`config.mk`:
```
export PLATFORM = sky130hd
export DESIGN_NAME = serial_counter_frame_parser
export DESIGN_NICKNAME = d
export VERILOG_FILES = /design/src/rtl/scfp_pkg.sv /design/src/rtl/scfp_datapath.sv /design/src/rtl/scfp_ctrl.sv /design/src/rtl/serial_counter_frame_parser.sv
export SDC_FILE = /design/constraint.sdc
export NUM_CORES = 2
export LEC_CHECK = 0
export BUFFER_PORTS_ARGS = -buffer_cell sky130_fd_sc_hd__buf_2
export CORE_MARGIN = 5
export CORE_UTILIZATION = 60
export CTS_CLUSTER_DIAMETER = 50
export DETAILED_ROUTE_END_ITERATION = 8
export HOLD_SLACK_MARGIN = 0.06
export PLACE_DENSITY = 0.77
export REMOVE_ABC_BUFFERS = 1
export SLEW_MARGIN = 20
export SYNTH_ARGS = -nofsm -noshare
export SYNTH_HDL_FRONTEND = slang
export SYNTH_SLANG_ARGS = --single-unit
export TNS_END_PERCENT = 20
```
`constraint.sdc`:
```
create_clock -name clk -period 4.1 [get_ports clk]
set_input_delay 0 -clock clk [delete_from_list [all_inputs] [get_ports clk]]
set_output_delay 0 -clock clk [all_outputs]
set_load 0.03 [all_outputs]
```
`src/rtl/scfp_pkg.sv`:
```
// shared constants, command/status types and slot decoders of the frame parser
// depends on: nothing
package scfp_pkg;

	localparam int CHANNELS     = 8;
	localparam int IDX_W        = (CHANNELS > 1) ? $clog2(CHANNELS) : 1;

	localparam logic [7:0] START_BYTE = 8'hFE;
	localparam logic [7:0] END_BYTE   = 8'hFF;
	localparam logic [7:0] MIN_LEN    = 8'd3;
	localparam logic [7:0] TYPE_SYNC  = 8'd1;
	localparam logic [7:0] POS_TYPE   = 8'd2;
	localparam logic [7:0] POS_SYNC   = 8'd4;

	localparam int COUNT_BASE   = 4;
	localparam int COUNT_STRIDE = 6;
	localparam int IO_BASE      = 52;
	localparam int IO_STRIDE    = 3;

	// controller to datapath
	typedef struct packed {
		logic clear;
		logic load_len;
		logic body_write;
		logic load_check;
		logic emit_start;
		logic emit_next;
	} scfp_cmd_t;

	// datapath to controller
	typedef struct packed {
		logic start_hit;
		logic len_short;
		logic body_done;
		logic frame_ok;
		logic emit_last;
	} scfp_sts_t;

	typedef struct packed {
		logic             hit;
		logic [IDX_W-1:0] ch;
		logic [1:0]       byte_sel;
	} cnt_slot_t;

	typedef struct packed {
		logic             hit;
		logic [IDX_W-1:0] ch;
	} io_slot_t;

	// which count word and which byte of it a frame position lands on
	function automatic cnt_slot_t count_slot(input logic [7:0] pos);
		cnt_slot_t  s;
		logic [7:0] base;
		s = '0;
		for (int k = 0; k < CHANNELS; k++) begin
			base = 8'(COUNT_BASE + COUNT_STRIDE * k);
			if (pos >= base && pos < base + 8'd4) begin
				s.hit      = 1'b1;
				s.ch       = IDX_W'(k);
				s.byte_sel = 2'(pos - base);
			end
		end
		return s;
	endfunction

	// which io byte a frame position lands on
	function automatic io_slot_t io_slot(input logic [7:0] pos);
		io_slot_t s;
		s = '0;
		for (int k = 0; k < CHANNELS; k++) begin
			if (pos == 8'(IO_BASE + IO_STRIDE * k)) begin
				s.hit = 1'b1;
				s.ch  = IDX_W'(k);
			end
		end
		return s;
	endfunction

endpackage

```
`src/rtl/scfp_datapath.sv`:
```
// datapath of the frame parser: frame registers, staged counts, previous counts,
// checksum and the result register
// depends on: scfp_pkg
module scfp_datapath (
	input  logic              clk,
	input  logic              arst_n,
	input  logic [7:0]        rx_byte,
	input  scfp_pkg::scfp_cmd_t cmd,
	output scfp_pkg::scfp_sts_t sts,
	output logic              kind,
	output logic [7:0]        sync_mode,
	output logic [2:0]        channel,
	output logic [31:0]       count_value,
	output logic [7:0]        io_value,
	output logic              channel_changed,
	output logic              any_changed,
	output logic              last
);
	import scfp_pkg::*;

	logic [7:0]       len_q, pos_q, sum_q, chk_q, type_q, sync_q;
	logic [31:0]      cnt_q  [CHANNELS];
	logic [7:0]       io_q   [CHANNELS];
	logic [31:0]      prev_q [CHANNELS];
	logic [IDX_W-1:0] idx_q;

	logic             kind_q, changed_q, any_q, last_q;
	logic [7:0]       smode_q, ioval_q;
	logic [2:0]       chan_q;
	logic [31:0]      count_q;

	logic [7:0]       pos_next;
	cnt_slot_t        cslot;
	io_slot_t         islot;
	logic             any_diff;
	logic             is_sync;
	logic [IDX_W-1:0] li;

	// next body position and where it lands
	assign pos_next = pos_q + 8'd1;
	assign cslot    = count_slot(pos_next);
	assign islot    = io_slot(pos_next);
	assign is_sync  = (type_q == TYPE_SYNC);
	assign li       = cmd.emit_start ? '0 : idx_q + IDX_W'(1);

	// any staged count differing from its stored predecessor
	always_comb begin
		any_diff = 1'b0;
		for (int k = 0; k < CHANNELS; k++) begin
			if (cnt_q[k] != prev_q[k]) any_diff = 1'b1;
		end
	end

	// status to the controller
	always_comb begin
		sts.start_hit = (rx_byte == START_BYTE);
		sts.len_short = (rx_byte < MIN_LEN);
		sts.body_done = (pos_next >= len_q);
		sts.frame_ok  = (rx_byte == END_BYTE) && (chk_q == sum_q);
		sts.emit_last = last_q;
	end

	// frame registers and staging
	always_ff @(posedge clk or negedge arst_n) begin
		if (!arst_n) begin
			len_q  <= '0;
			pos_q  <= '0;
			sum_q  <= '0;
			chk_q  <= '0;
			type_q <= '0;
			sync_q <= '0;
			for (int k = 0; k < CHANNELS; k++) begin
				cnt_q[k] <= '0;
				io_q[k]  <= '0;
			end
		end else if (cmd.clear) begin
			len_q  <= '0;
			pos_q  <= '0;
			sum_q  <= '0;
			chk_q  <= '0;
			type_q <= '0;
			sync_q <= '0;
			for (int k = 0; k < CHANNELS; k++) begin
				cnt_q[k] <= '0;
				io_q[k]  <= '0;
			end
		end else if (cmd.load_len) begin
			len_q <= rx_byte;
			pos_q <= 8'd1;
			sum_q <= rx_byte;
		end else if (cmd.body_write) begin
			pos_q <= pos_next;
			sum_q <= sum_q + rx_byte;
			if (pos_next == POS_TYPE) type_q <= rx_byte;
			if (pos_next == POS_SYNC) sync_q <= rx_byte;
			if (cslot.hit) begin
				case (cslot.byte_sel)
					2'd0:    cnt_q[cslot.ch][31:24] <= rx_byte;
					2'd1:    cnt_q[cslot.ch][23:16] <= rx_byte;
					2'd2:    cnt_q[cslot.ch][15:8]  <= rx_byte;
					default: cnt_q[cslot.ch][7:0]   <= rx_byte;
				endcase
			end
			if (islot.hit) io_q[islot.ch] <= rx_byte;
		end else if (cmd.load_check) begin
			chk_q <= rx_byte;
		end
	end

	// previous counts and emit index
	always_ff @(posedge clk or negedge arst_n) begin
		if (!arst_n) begin
			idx_q <= '0;
			for (int k = 0; k < CHANNELS; k++) prev_q[k] <= '0;
		end else if (cmd.emit_start || cmd.emit_next) begin
			idx_q <= li;
			if (!is_sync) prev_q[li] <= cnt_q[li];
		end
	end

	// result register
	always_ff @(posedge clk) begin
		if (cmd.emit_start || cmd.emit_next) begin
			if (is_sync) begin
				kind_q    <= 1'b0;
				smode_q   <= sync_q;
				chan_q    <= '0;
				count_q   <= '0;
				ioval_q   <= '0;
				changed_q <= 1'b0;
				any_q     <= 1'b0;
				last_q    <= 1'b1;
			end else begin
				kind_q    <= 1'b1;
				smode_q   <= '0;
				chan_q    <= 3'(li);
				count_q   <= cnt_q[li];
				ioval_q   <= io_q[li];
				changed_q <= (cnt_q[li] != prev_q[li]);
				if (cmd.emit_start) any_q <= any_diff;
				last_q    <= (li == IDX_W'(CHANNELS - 1));
			end
		end
	end

	assign kind            = kind_q;
	assign sync_mode       = smode_q;
	assign channel         = chan_q;
	assign count_value     = count_q;
	assign io_value        = ioval_q;
	assign channel_changed = changed_q;
	assign any_changed     = any_q;
	assign last            = last_q;

endmodule

```
`src/rtl/scfp_ctrl.sv`:
```
// controller of the frame parser: frame phase state machine and handshakes
// depends on: scfp_pkg
module scfp_ctrl (
	input  logic              clk,
	input  logic              arst_n,
	input  logic              in_valid,
	output logic              in_ready,
	output logic              out_valid,
	input  logic              out_ready,
	input  scfp_pkg::scfp_sts_t sts,
	output scfp_pkg::scfp_cmd_t cmd
);
	import scfp_pkg::*;

	localparam logic [2:0] ST_HUNT  = 3'd0;
	localparam logic [2:0] ST_LEN   = 3'd1;
	localparam logic [2:0] ST_BODY  = 3'd2;
	localparam logic [2:0] ST_CHECK = 3'd3;
	localparam logic [2:0] ST_END   = 3'd4;
	localparam logic [2:0] ST_EMIT  = 3'd5;

	logic [2:0] state_q, state_d;
	logic       in_fire, out_fire;

	assign in_ready  = (state_q != ST_EMIT);
	assign out_valid = (state_q == ST_EMIT);
	assign in_fire   = in_valid && in_ready;
	assign out_fire  = out_valid && out_ready;

	// next state and commands
	always_comb begin
		state_d = state_q;
		cmd     = '0;
		unique case (state_q)
			ST_LEN: begin
				if (in_fire) begin
					if (sts.len_short) begin
						state_d = ST_HUNT;
					end else begin
						cmd.load_len = 1'b1;
						state_d      = ST_BODY;
					end
				end
			end
			ST_BODY: begin
				if (in_fire) begin
					cmd.body_write = 1'b1;
					if (sts.body_done) state_d = ST_CHECK;
				end
			end
			ST_CHECK: begin
				if (in_fire) begin
					cmd.load_check = 1'b1;
					state_d        = ST_END;
				end
			end
			ST_END: begin
				if (in_fire) begin
					if (sts.frame_ok) begin
						cmd.emit_start = 1'b1;
						state_d        = ST_EMIT;
					end else begin
						state_d = ST_HUNT;
					end
				end
			end
			ST_EMIT: begin
				if (out_fire) begin
					if (sts.emit_last) state_d = ST_HUNT;
					else cmd.emit_next = 1'b1;
				end
			end
			default: begin
				if (in_fire) begin
					state_d = ST_HUNT;
					if (sts.start_hit) begin
						cmd.clear = 1'b1;
						state_d   = ST_LEN;
					end
				end
			end
		endcase
	end

	// state register
	always_ff @(posedge clk or negedge arst_n) begin
		if (!arst_n) begin
			state_q <= ST_HUNT;
		end else begin
			state_q <= state_d;
		end
	end

endmodule

```
`src/rtl/serial_counter_frame_parser.sv`:
```
// Serial counter frame parser, top level.
// depends on: scfp_pkg, scfp_ctrl, scfp_datapath
//
// Input channel (in_valid/in_ready/rx_byte) takes one received serial byte a
// beat. The parser hunts for 0xFE, takes the length byte, the frame bytes, the
// checksum and the 0xFF end byte; a bad or short frame is dropped silently.
// Output channel (out_valid/out_ready) gives one result a beat: one sync
// request for a frame of type 1, else one counter report per channel, the
// final one marked by last.
// Latency: the first result of a frame is shown in the cycle after the end
// byte is taken. The burst then runs one result a cycle while out_ready is
// high. Throughput: one byte a cycle while parsing. While a burst is pending
// in_ready is low, so no byte is taken until the burst has ended; the result
// register and the phase state machine set these figures. A stalled receiver
// holds the result register and the burst, and input waits. Reset puts the
// parser in the hunt phase, drops any burst and clears the stored previous
// counts to zero.
module serial_counter_frame_parser (
	input  logic        clk,
	input  logic        arst_n,
	input  logic        in_valid,
	output logic        in_ready,
	input  logic [7:0]  rx_byte,
	output logic        out_valid,
	input  logic        out_ready,
	output logic        kind,
	output logic [7:0]  sync_mode,
	output logic [2:0]  channel,
	output logic [31:0] count_value,
	output logic [7:0]  io_value,
	output logic        channel_changed,
	output logic        any_changed,
	output logic        last
);
	import scfp_pkg::*;

	scfp_cmd_t cmd;
	scfp_sts_t sts;

	// phase control and handshakes
	scfp_ctrl u_ctrl (
		.clk       (clk),
		.arst_n    (arst_n),
		.in_valid  (in_valid),
		.in_ready  (in_ready),
		.out_valid (out_valid),
		.out_ready (out_ready),
		.sts       (sts),
		.cmd       (cmd)
	);

	// frame storage and result register
	scfp_datapath u_dp (
		.clk             (clk),
		.arst_n          (arst_n),
		.rx_byte         (rx_byte),
		.cmd             (cmd),
		.sts             (sts),
		.kind            (kind),
		.sync_mode       (sync_mode),
		.channel         (channel),
		.count_value     (count_value),
		.io_value        (io_value),
		.channel_changed (channel_changed),
		.any_changed     (any_changed),
		.last            (last)
	);

endmodule

```
After elaboration in Yosys (flattened, before gate mapping)
Cells that the tools add are included.
{ "word_totals": {"regBits": 685, "elab_cells": 265, "output_inout_bits": 57, "inputBits": 12} }
{ "op_classes": {"n_bitwise": 4, "magnitude_cmp": 24, "n_eq_ne": 41, "add_sub_neg": 11, "reduce_logical": 35, "mux": 110} }
{ "op_table": {"columns": ["op", "count"], "rows": [
  ["bitwise mux 256 bit", 5],
  ["2-to-1 mux 256 bit", 4],
  ["case mux 256 bit (3 select lines)", 1],
  ["demux 32 bit (select 3 bit)", 5],
  ["!= test 32 bit", 9],
  ["2-to-1 mux 64 bit", 4],
  ["binary-select mux 32 bit (select 3 bit)", 2],
  ["2-to-1 mux 32 bit", 6],
  ["2-to-1 mux 8 bit", 24],
  ["bitwise mux 64 bit", 1],
  ["2-to-1 mux 6 bit", 8],
  ["== test 8 x 6 -> 1 bit, second input constant", 4],
  ["== test 8 x 7 -> 1 bit, second input constant", 4],
  ["less-than comparator 8 x 6 -> 1 bit, second input constant", 4],
  ["2-to-1 mux 4 bit", 8],
  ["2-to-1 mux 3 bit", 10],
  ["2-to-1 mux 1 bit", 26],
  ["binary-select mux 8 bit (select 3 bit)", 1],
  ["demux 8 bit (select 3 bit)", 1],
  [">= comparator 8 x 5 -> 1 bit, second input constant", 3],
  [">= comparator 8 x 6 -> 1 bit, second input constant", 3],
  ["2-to-1 mux 24 bit", 1],
  ["nonzero test 2 bit", 9],
  ["== test 8 bit, second input constant", 2],
  ["38 further kinds", 80]
]} }

Depth between registers and ports, before layout
{ "logic_depth": {"word_depth": 22, "mapped_depth": 14, "ltp_nobuf": 11} }

Cells and area by module
A second synthesis with hierarchy kept.
{ "hier_totals": {"hier_cells": 3697, "area_unflattened_um2": 36451.2} }
{ "by_module_without_submodules": {"columns": ["mod", "cells_per_inst", "seq_area_each_um2", "instances", "area_each_um2"], "rows": [
  ["scfp_datapath", 3656, 17341.6, 1, 36137.2],
  ["scfp_ctrl", 41, 75.1, 1, 314.1]
]} }

Worst setup path before layout
No wires, ideal clock.
{ "synth_timing": {"path_kind": "register to register", "start": "register u_ctrl.state_q[0]", "end": "register u_dp.prev_q[237] (netlist name)", "setup_ns": 0.147, "n_path_buf": 3, "arrival_time_ns": 3.818, "path_stages_with_launch": 13, "slack_ns": 0.135, "required_ns": 3.953, "period_less_slack_ns": 3.965, "cell_sequence": "dfrtp_1 > clkbuf_1 > nand3b_1 > inv_1 > nand2_1 > or2_2 > nand2_1 > and3_1 > clkbuf_1 > nand2_1 > clkbuf_1 > nand2_1 > o21ai_0"} }
{ "synth_via": {"elab_chain_cells": 11, "word_cells_on_any_way": 22, "classes_between": "2 x order compare; 3 x eq/ne; 11 x mux; 1 x bitwise; 5 x reduce/logical"} }
{ "synth_lines": {"columns": ["item", "line", "rtl"], "rows": [
  ["start, declared", "scfp_ctrl.sv:22", "logic [2:0] state_q, state_d;"],
  ["start signal, assigned", "scfp_ctrl.sv:90", "state_q <= state_d;"],
  ["!= test 3 bit *", "scfp_ctrl.sv:25", "assign in_ready = (state_q != ST_EMIT);"],
  ["via in_ready", "serial_counter_frame_parser.sv:22", "output logic in_ready,"],
  ["logical AND 1 bit *", "scfp_ctrl.sv:27", "assign in_fire = in_valid && in_ready;"],
  ["2-to-1 mux 1 bit *", "scfp_ctrl.sv:58", "if (in_fire) begin"],
  ["2-to-1 mux 1 bit *", "scfp_ctrl.sv:34", "unique case (state_q)"],
  ["2-to-1 mux 3 bit", "scfp_datapath.sv:44", "assign li = cmd.emit_start ? '0 : idx_q + IDX_W'(1);"],
  ["inverter 3 -> 4 bit (not written as such)", "scfp_datapath.sv:117", "if (!is_sync) prev_q[li] <= cnt_q[li];"],
  [">= comparator 4 bit (not written as such) or less-than comparator 4 x 1 -> 1 bit (tied branches)", "scfp_datapath.sv:117", null],
  ["logical AND 1 bit (not written as such)", "scfp_datapath.sv:117", null],
  ["2-to-1 mux 32 bit (not written as such)", "scfp_datapath.sv:117", null],
  ["demux 32 bit (select 3 bit)", "scfp_datapath.sv:117", null],
  ["bitwise mux 256 bit", "scfp_datapath.sv:117", null],
  ["end signal, assigned by index", "scfp_datapath.sv:117", null],
  ["end, declared", "scfp_datapath.sv:24", "logic [31:0] prev_q [CHANNELS];"]
]} }
The timed path passes the listed nets; every way through them passes the cells marked *. The select of a mux whose other input is x is not followed.
A chain may end at the register's enable or synchronous reset.

Worst setup path after layout
{ "layout_timing": {"start": "register u_dp.idx_q[0]", "end": "register u_dp.changed_q (netlist: u_dp.channel_changed), data pin"} }
{ "layout_via": {"elab_chain_cells": 7, "word_cells_on_any_way": 10, "classes_between": "1 x add/sub; 1 x eq/ne; 7 x mux; 1 x bitwise"} }
{ "layout_lines": {"columns": ["item", "line", "rtl"], "rows": [
  ["start, declared", "scfp_datapath.sv:25", "logic [IDX_W-1:0] idx_q;"],
  ["start signal, assigned", "scfp_datapath.sv:116", "idx_q <= li;"],
  ["adder 3 x 1 -> 3 bit *", "scfp_datapath.sv:44", null],
  ["2-to-1 mux 3 bit *", "scfp_datapath.sv:44", null],
  ["inverter 3 -> 4 bit (not written as such) *", "scfp_datapath.sv:139", "changed_q <= (cnt_q[li] != prev_q[li]);"],
  ["binary-select mux 32 bit (select 3 bit)", "scfp_datapath.sv:139", null],
  ["2-to-1 mux 32 bit (not written as such) (2 in series)", "scfp_datapath.sv:139", null],
  ["!= test 32 bit *", "scfp_datapath.sv:139", null],
  ["end signal, assigned", "scfp_datapath.sv:139", null],
  ["end, declared", "scfp_datapath.sv:27", "logic kind_q, changed_q, any_q, last_q;"]
]} }
Mark *: on every way between the ends. The rest lies on a longest branch, timed or not. The select of a mux whose other input is x is not followed.

==> out/qor.yml <==
pwr:
  switchingPower_w: 0.0134
  leakage_nw: 19.6
  powerDensity_nw_per_um2: 739
  power_frac_clock_pct: 25.7
  swShare_pct: 44.3
  p_seq_share_pct: 27.6
  max-vdd-ir-drop_uv: 660
  internal_power_w: 0.0169
  comb_power_share_pct: 46.7
  p_total_w: 0.0304
clocking:
  cts_buffers: 83
  clk_pin_slew_ns: 0.06
  cts_tree: "built"
  root_buffer: "clkbuf_16"
  clk_path_buf_depth: 3
  clock_latency_ns: 0.66
  cts_sinks: 685
  cts_max_level: 3
flow_run:
  maxCapViolCount: 0
timing:
  period_minus_slack_ns: 3.98
  finalHoldViolations: 0
  finalCritPeriodShare_pct: 97.2
  fmax_ghz: 0.251
  rsz0062_at_grt: "false"
  fin_tns_setup_ns: 0
  drv_slew: 0
  fin_skew_ns: 0.0164
  setup-violations-final: 0
  setup_ws_ns: 0.117
  relSlewSlack_pct: 18.4
  hold_slack_ns: 0.0869
  worstMarginPinSlew_ns: 1.21
yosys:
  synthesis.area_um2: 36300
  yosys.area.top_type_share_pct: 43.4
  yosys_warnings: 0
  synth-seq-area-share_pct: 48.0
  synth.area.top_cells: "dfrtp_1, o21ai_0, nand2_1"
  yosysTopAreaCell: "dfrtp_1"
  ys.flop_type: "dfrtp_1"
  synth_edf_count: 55
  avgSynthCellArea_um2: 9.70
  synth.most_common_cell: "dfrtp_1"
  synth-async-reset-ratio_pct: 92.0
  synth_commonest_cells: "dfrtp_1, nand2_1, o21ai_0, nor2_1, clkbuf_1"
  synthCells: 3744
  ys_types: 92
  synth.ff_latch_count: 685
die:
  initial_core_util_pct: 60.4
  die_area_um2: 65500
  die_y_um: 256
  core_area_um2: 60100
  die_x_um: 256
  rows: 90
  ios: 69
drt:
  via_per_inst: 6.97
  wl_um: 146000
  drt-initial-drc-count: 4966
  vias: 32388
  drc: 0
  dr.pass1.iters: 6
  wl_per_cell_um: 31.4
  detail-route-antenna-nets: 0
critical_path:
  critPathLaunchType: "flip-flop"
  crit_chain: "ha_2, xnor2_2, buf_4, nor2_2, buf_4, a222oi_1, a21oi_1, o211a_1, nor4_1, nand4b_1, nor4_1, a21oi_1"
  reg2reg_depth: 12
  worstPathArrival_ns: 4.37
  slowest_delay_ns: 0.49
  crit_fanout: 24
  end_kind: "flip-flop"
  cp_slowest_cell: "dfrtp_4"
  worst-setup-path-type: "reg -> reg"
  critPathRequiredTime_ns: 4.48
final_layout:
  fin_nets: 3825
  regArea_um2: 17400
  final_util_pct: 68.4
  final_layout_size_suffix_gt1_share_pct: 14.2
  area_delta_synth_final_pct: 13.3
  multi_input_area_um2: 17800
  fillCellCount: 4791
placed_design:
  post-place-ws_ns: 0.181
  dp_hpwl_um: 102000
  gp_congestion: 1.11
  port_buffers: 68
worst_hold_path:
  hold_class: "in -> async"
outcome:
  outcome: "finished, final reports clean"
global_routing:
  grt_max_degree: 120
  antenna_found_initial: 7
  grt_pass1_wl_um: 212000
  grtUsageTotal_pct: 43.4
  grt-ovfl-total: 0
  grt_pass1_vias: 30745
==> power groups by stage <==
| stage | logic [W] | registers (W) | clock network, W |
|---|---|---|---|
| 2_1_floorplan | 0.00792 | 0.00847 | 0 |
| 3_3_place_gp | 0.0134 | 0.00843 | 0 |
| 3_5_place_dp | 0.0135 | 0.00844 | 0 |
| 4_1_cts | 0.0136 | 0.00834 | 0.00781 |
| 5_1_grt | 0.0148 | 0.00842 | 0.00809 |
| 6_report | 0.0142 | 0.00839 | 0.00779 |
==> through the flow <==
step | cells | area (µm²)
4_1_cts | 4644 | 41100
3_5_place_dp | 4473 | 38000
6_report | 4647 | 41100
3_3_place_gp | 4473 | 38000
5_1_grt | 4644 | 41100
2_1_floorplan | 3462 | 35200
==> per-layer routing <==
layer | vias up | GRT usage (%) | part of all wire [%]
met5 | - | 0 | 0.028
li1 | 13484 | - | -
met4 | 6 | 28.1 | 8.7
met3 | 657 | 13.4 | 13
met1 | 15746 | 56.8 | 37
met2 | 2495 | 63.0 | 42
==> final cells by class <==
type | count | share of cell area [%]
Tap cell | 782 | 2.38
Timing Repair Buffer | 244 | 4.66
Inverter | 35 | 0.319
Clock inverter | 51 | 1.60
Clock buffer | 105 | 5.45
Sequential cell | 685 | 42.4
Multi-Input combinational cell | 2742 | 43.2
Antenna cell | 3 | 0.0183
==> registers in the layout, summed over array words and instances, names as in the netlist, 32 cells and up <==
name / count
u_dp.cnt_q: 256
u_dp.count_value: 32
u_dp.io_q: 64
u_dp.prev_q: 256
==> cells in the final DEF (no fill, tap or decap), drive strengths merged, types with 10 or more instances in the layout <==
cell           n
o22a          12
o2bb2ai       13
nor4          74
clkinv        30
nor3          56
a211oi        37
or3           10
o221a         14
a21oi        179
inv           42
mux2i        202
o21ai        437
a2bb2oi       49
o31a          10
mux2          26
mux4          40
buf          230
clkbuf       105
o21a          10
and3          14
nand2        541
bufinv        10
ha            21
a21o          46
o211a         25
nand4         50
a22o          38
nand3         48
xnor2        102
dlygate4sd3   14
a22oi         15
o211ai        14
edfxtp        55
a31oi         13
dfrtp        630
o22ai         45
or2           29
xor2         184
nor2         283
==> worst paths after layout <==
path / slack (ns) / from / endpoint
worst max-delay path: 0.12 / u_dp.idx_q[0] / u_dp.channel_changed
worst min-delay path: 0.09 / arst_n / u_dp.prev_q[184]
worst max register to register: 0.12 / u_dp.idx_q[0] / u_dp.channel_changed
worst min register to register: 0.51 / u_dp.type_q[0] / u_dp.type_q[0]
max in group asynchronous: 3.38 / arst_n / u_dp.io_q[20]
min in group clk: 0.38 / rx_byte[4] / u_dp.chk_q[4]
==> timing repair <==
| item | 4_1_cts | 5_1_grt |
|---|---|---|
| endpoints found under the hold margin | 503 | 0 |
| setup endpoints to repair | 0 | 26 |
| hold buffers | 15 | 0 |
| setup buffers | 0 | 0 |
| gates resized for setup | 0 | 4 |
==> kinds of logic after synthesis <==
kind of cell | synth area share, %
simple gates | 14.2
compound gates | 17.9
mux | 8.86
xor+xnor | 6.97
fa+ha+maj | 0.806
flops | 48.0
buf+inv | 3.38
==> critical path: cells and delay by family (launching register included) <==
kind | cells | cell delay [ns]
AO/OA/AOI/OAI | 4 | 0.91
AND/OR/NAND/NOR | 4 | 1.05
flip-flops | 1 | 0.49
buffers and inverters | 2 | 0.73
adder cells (fa/ha/maj) | 1 | 0.26
XOR/XNOR | 1 | 0.25
Note: power is estimated with default switching activity, not from simulation.
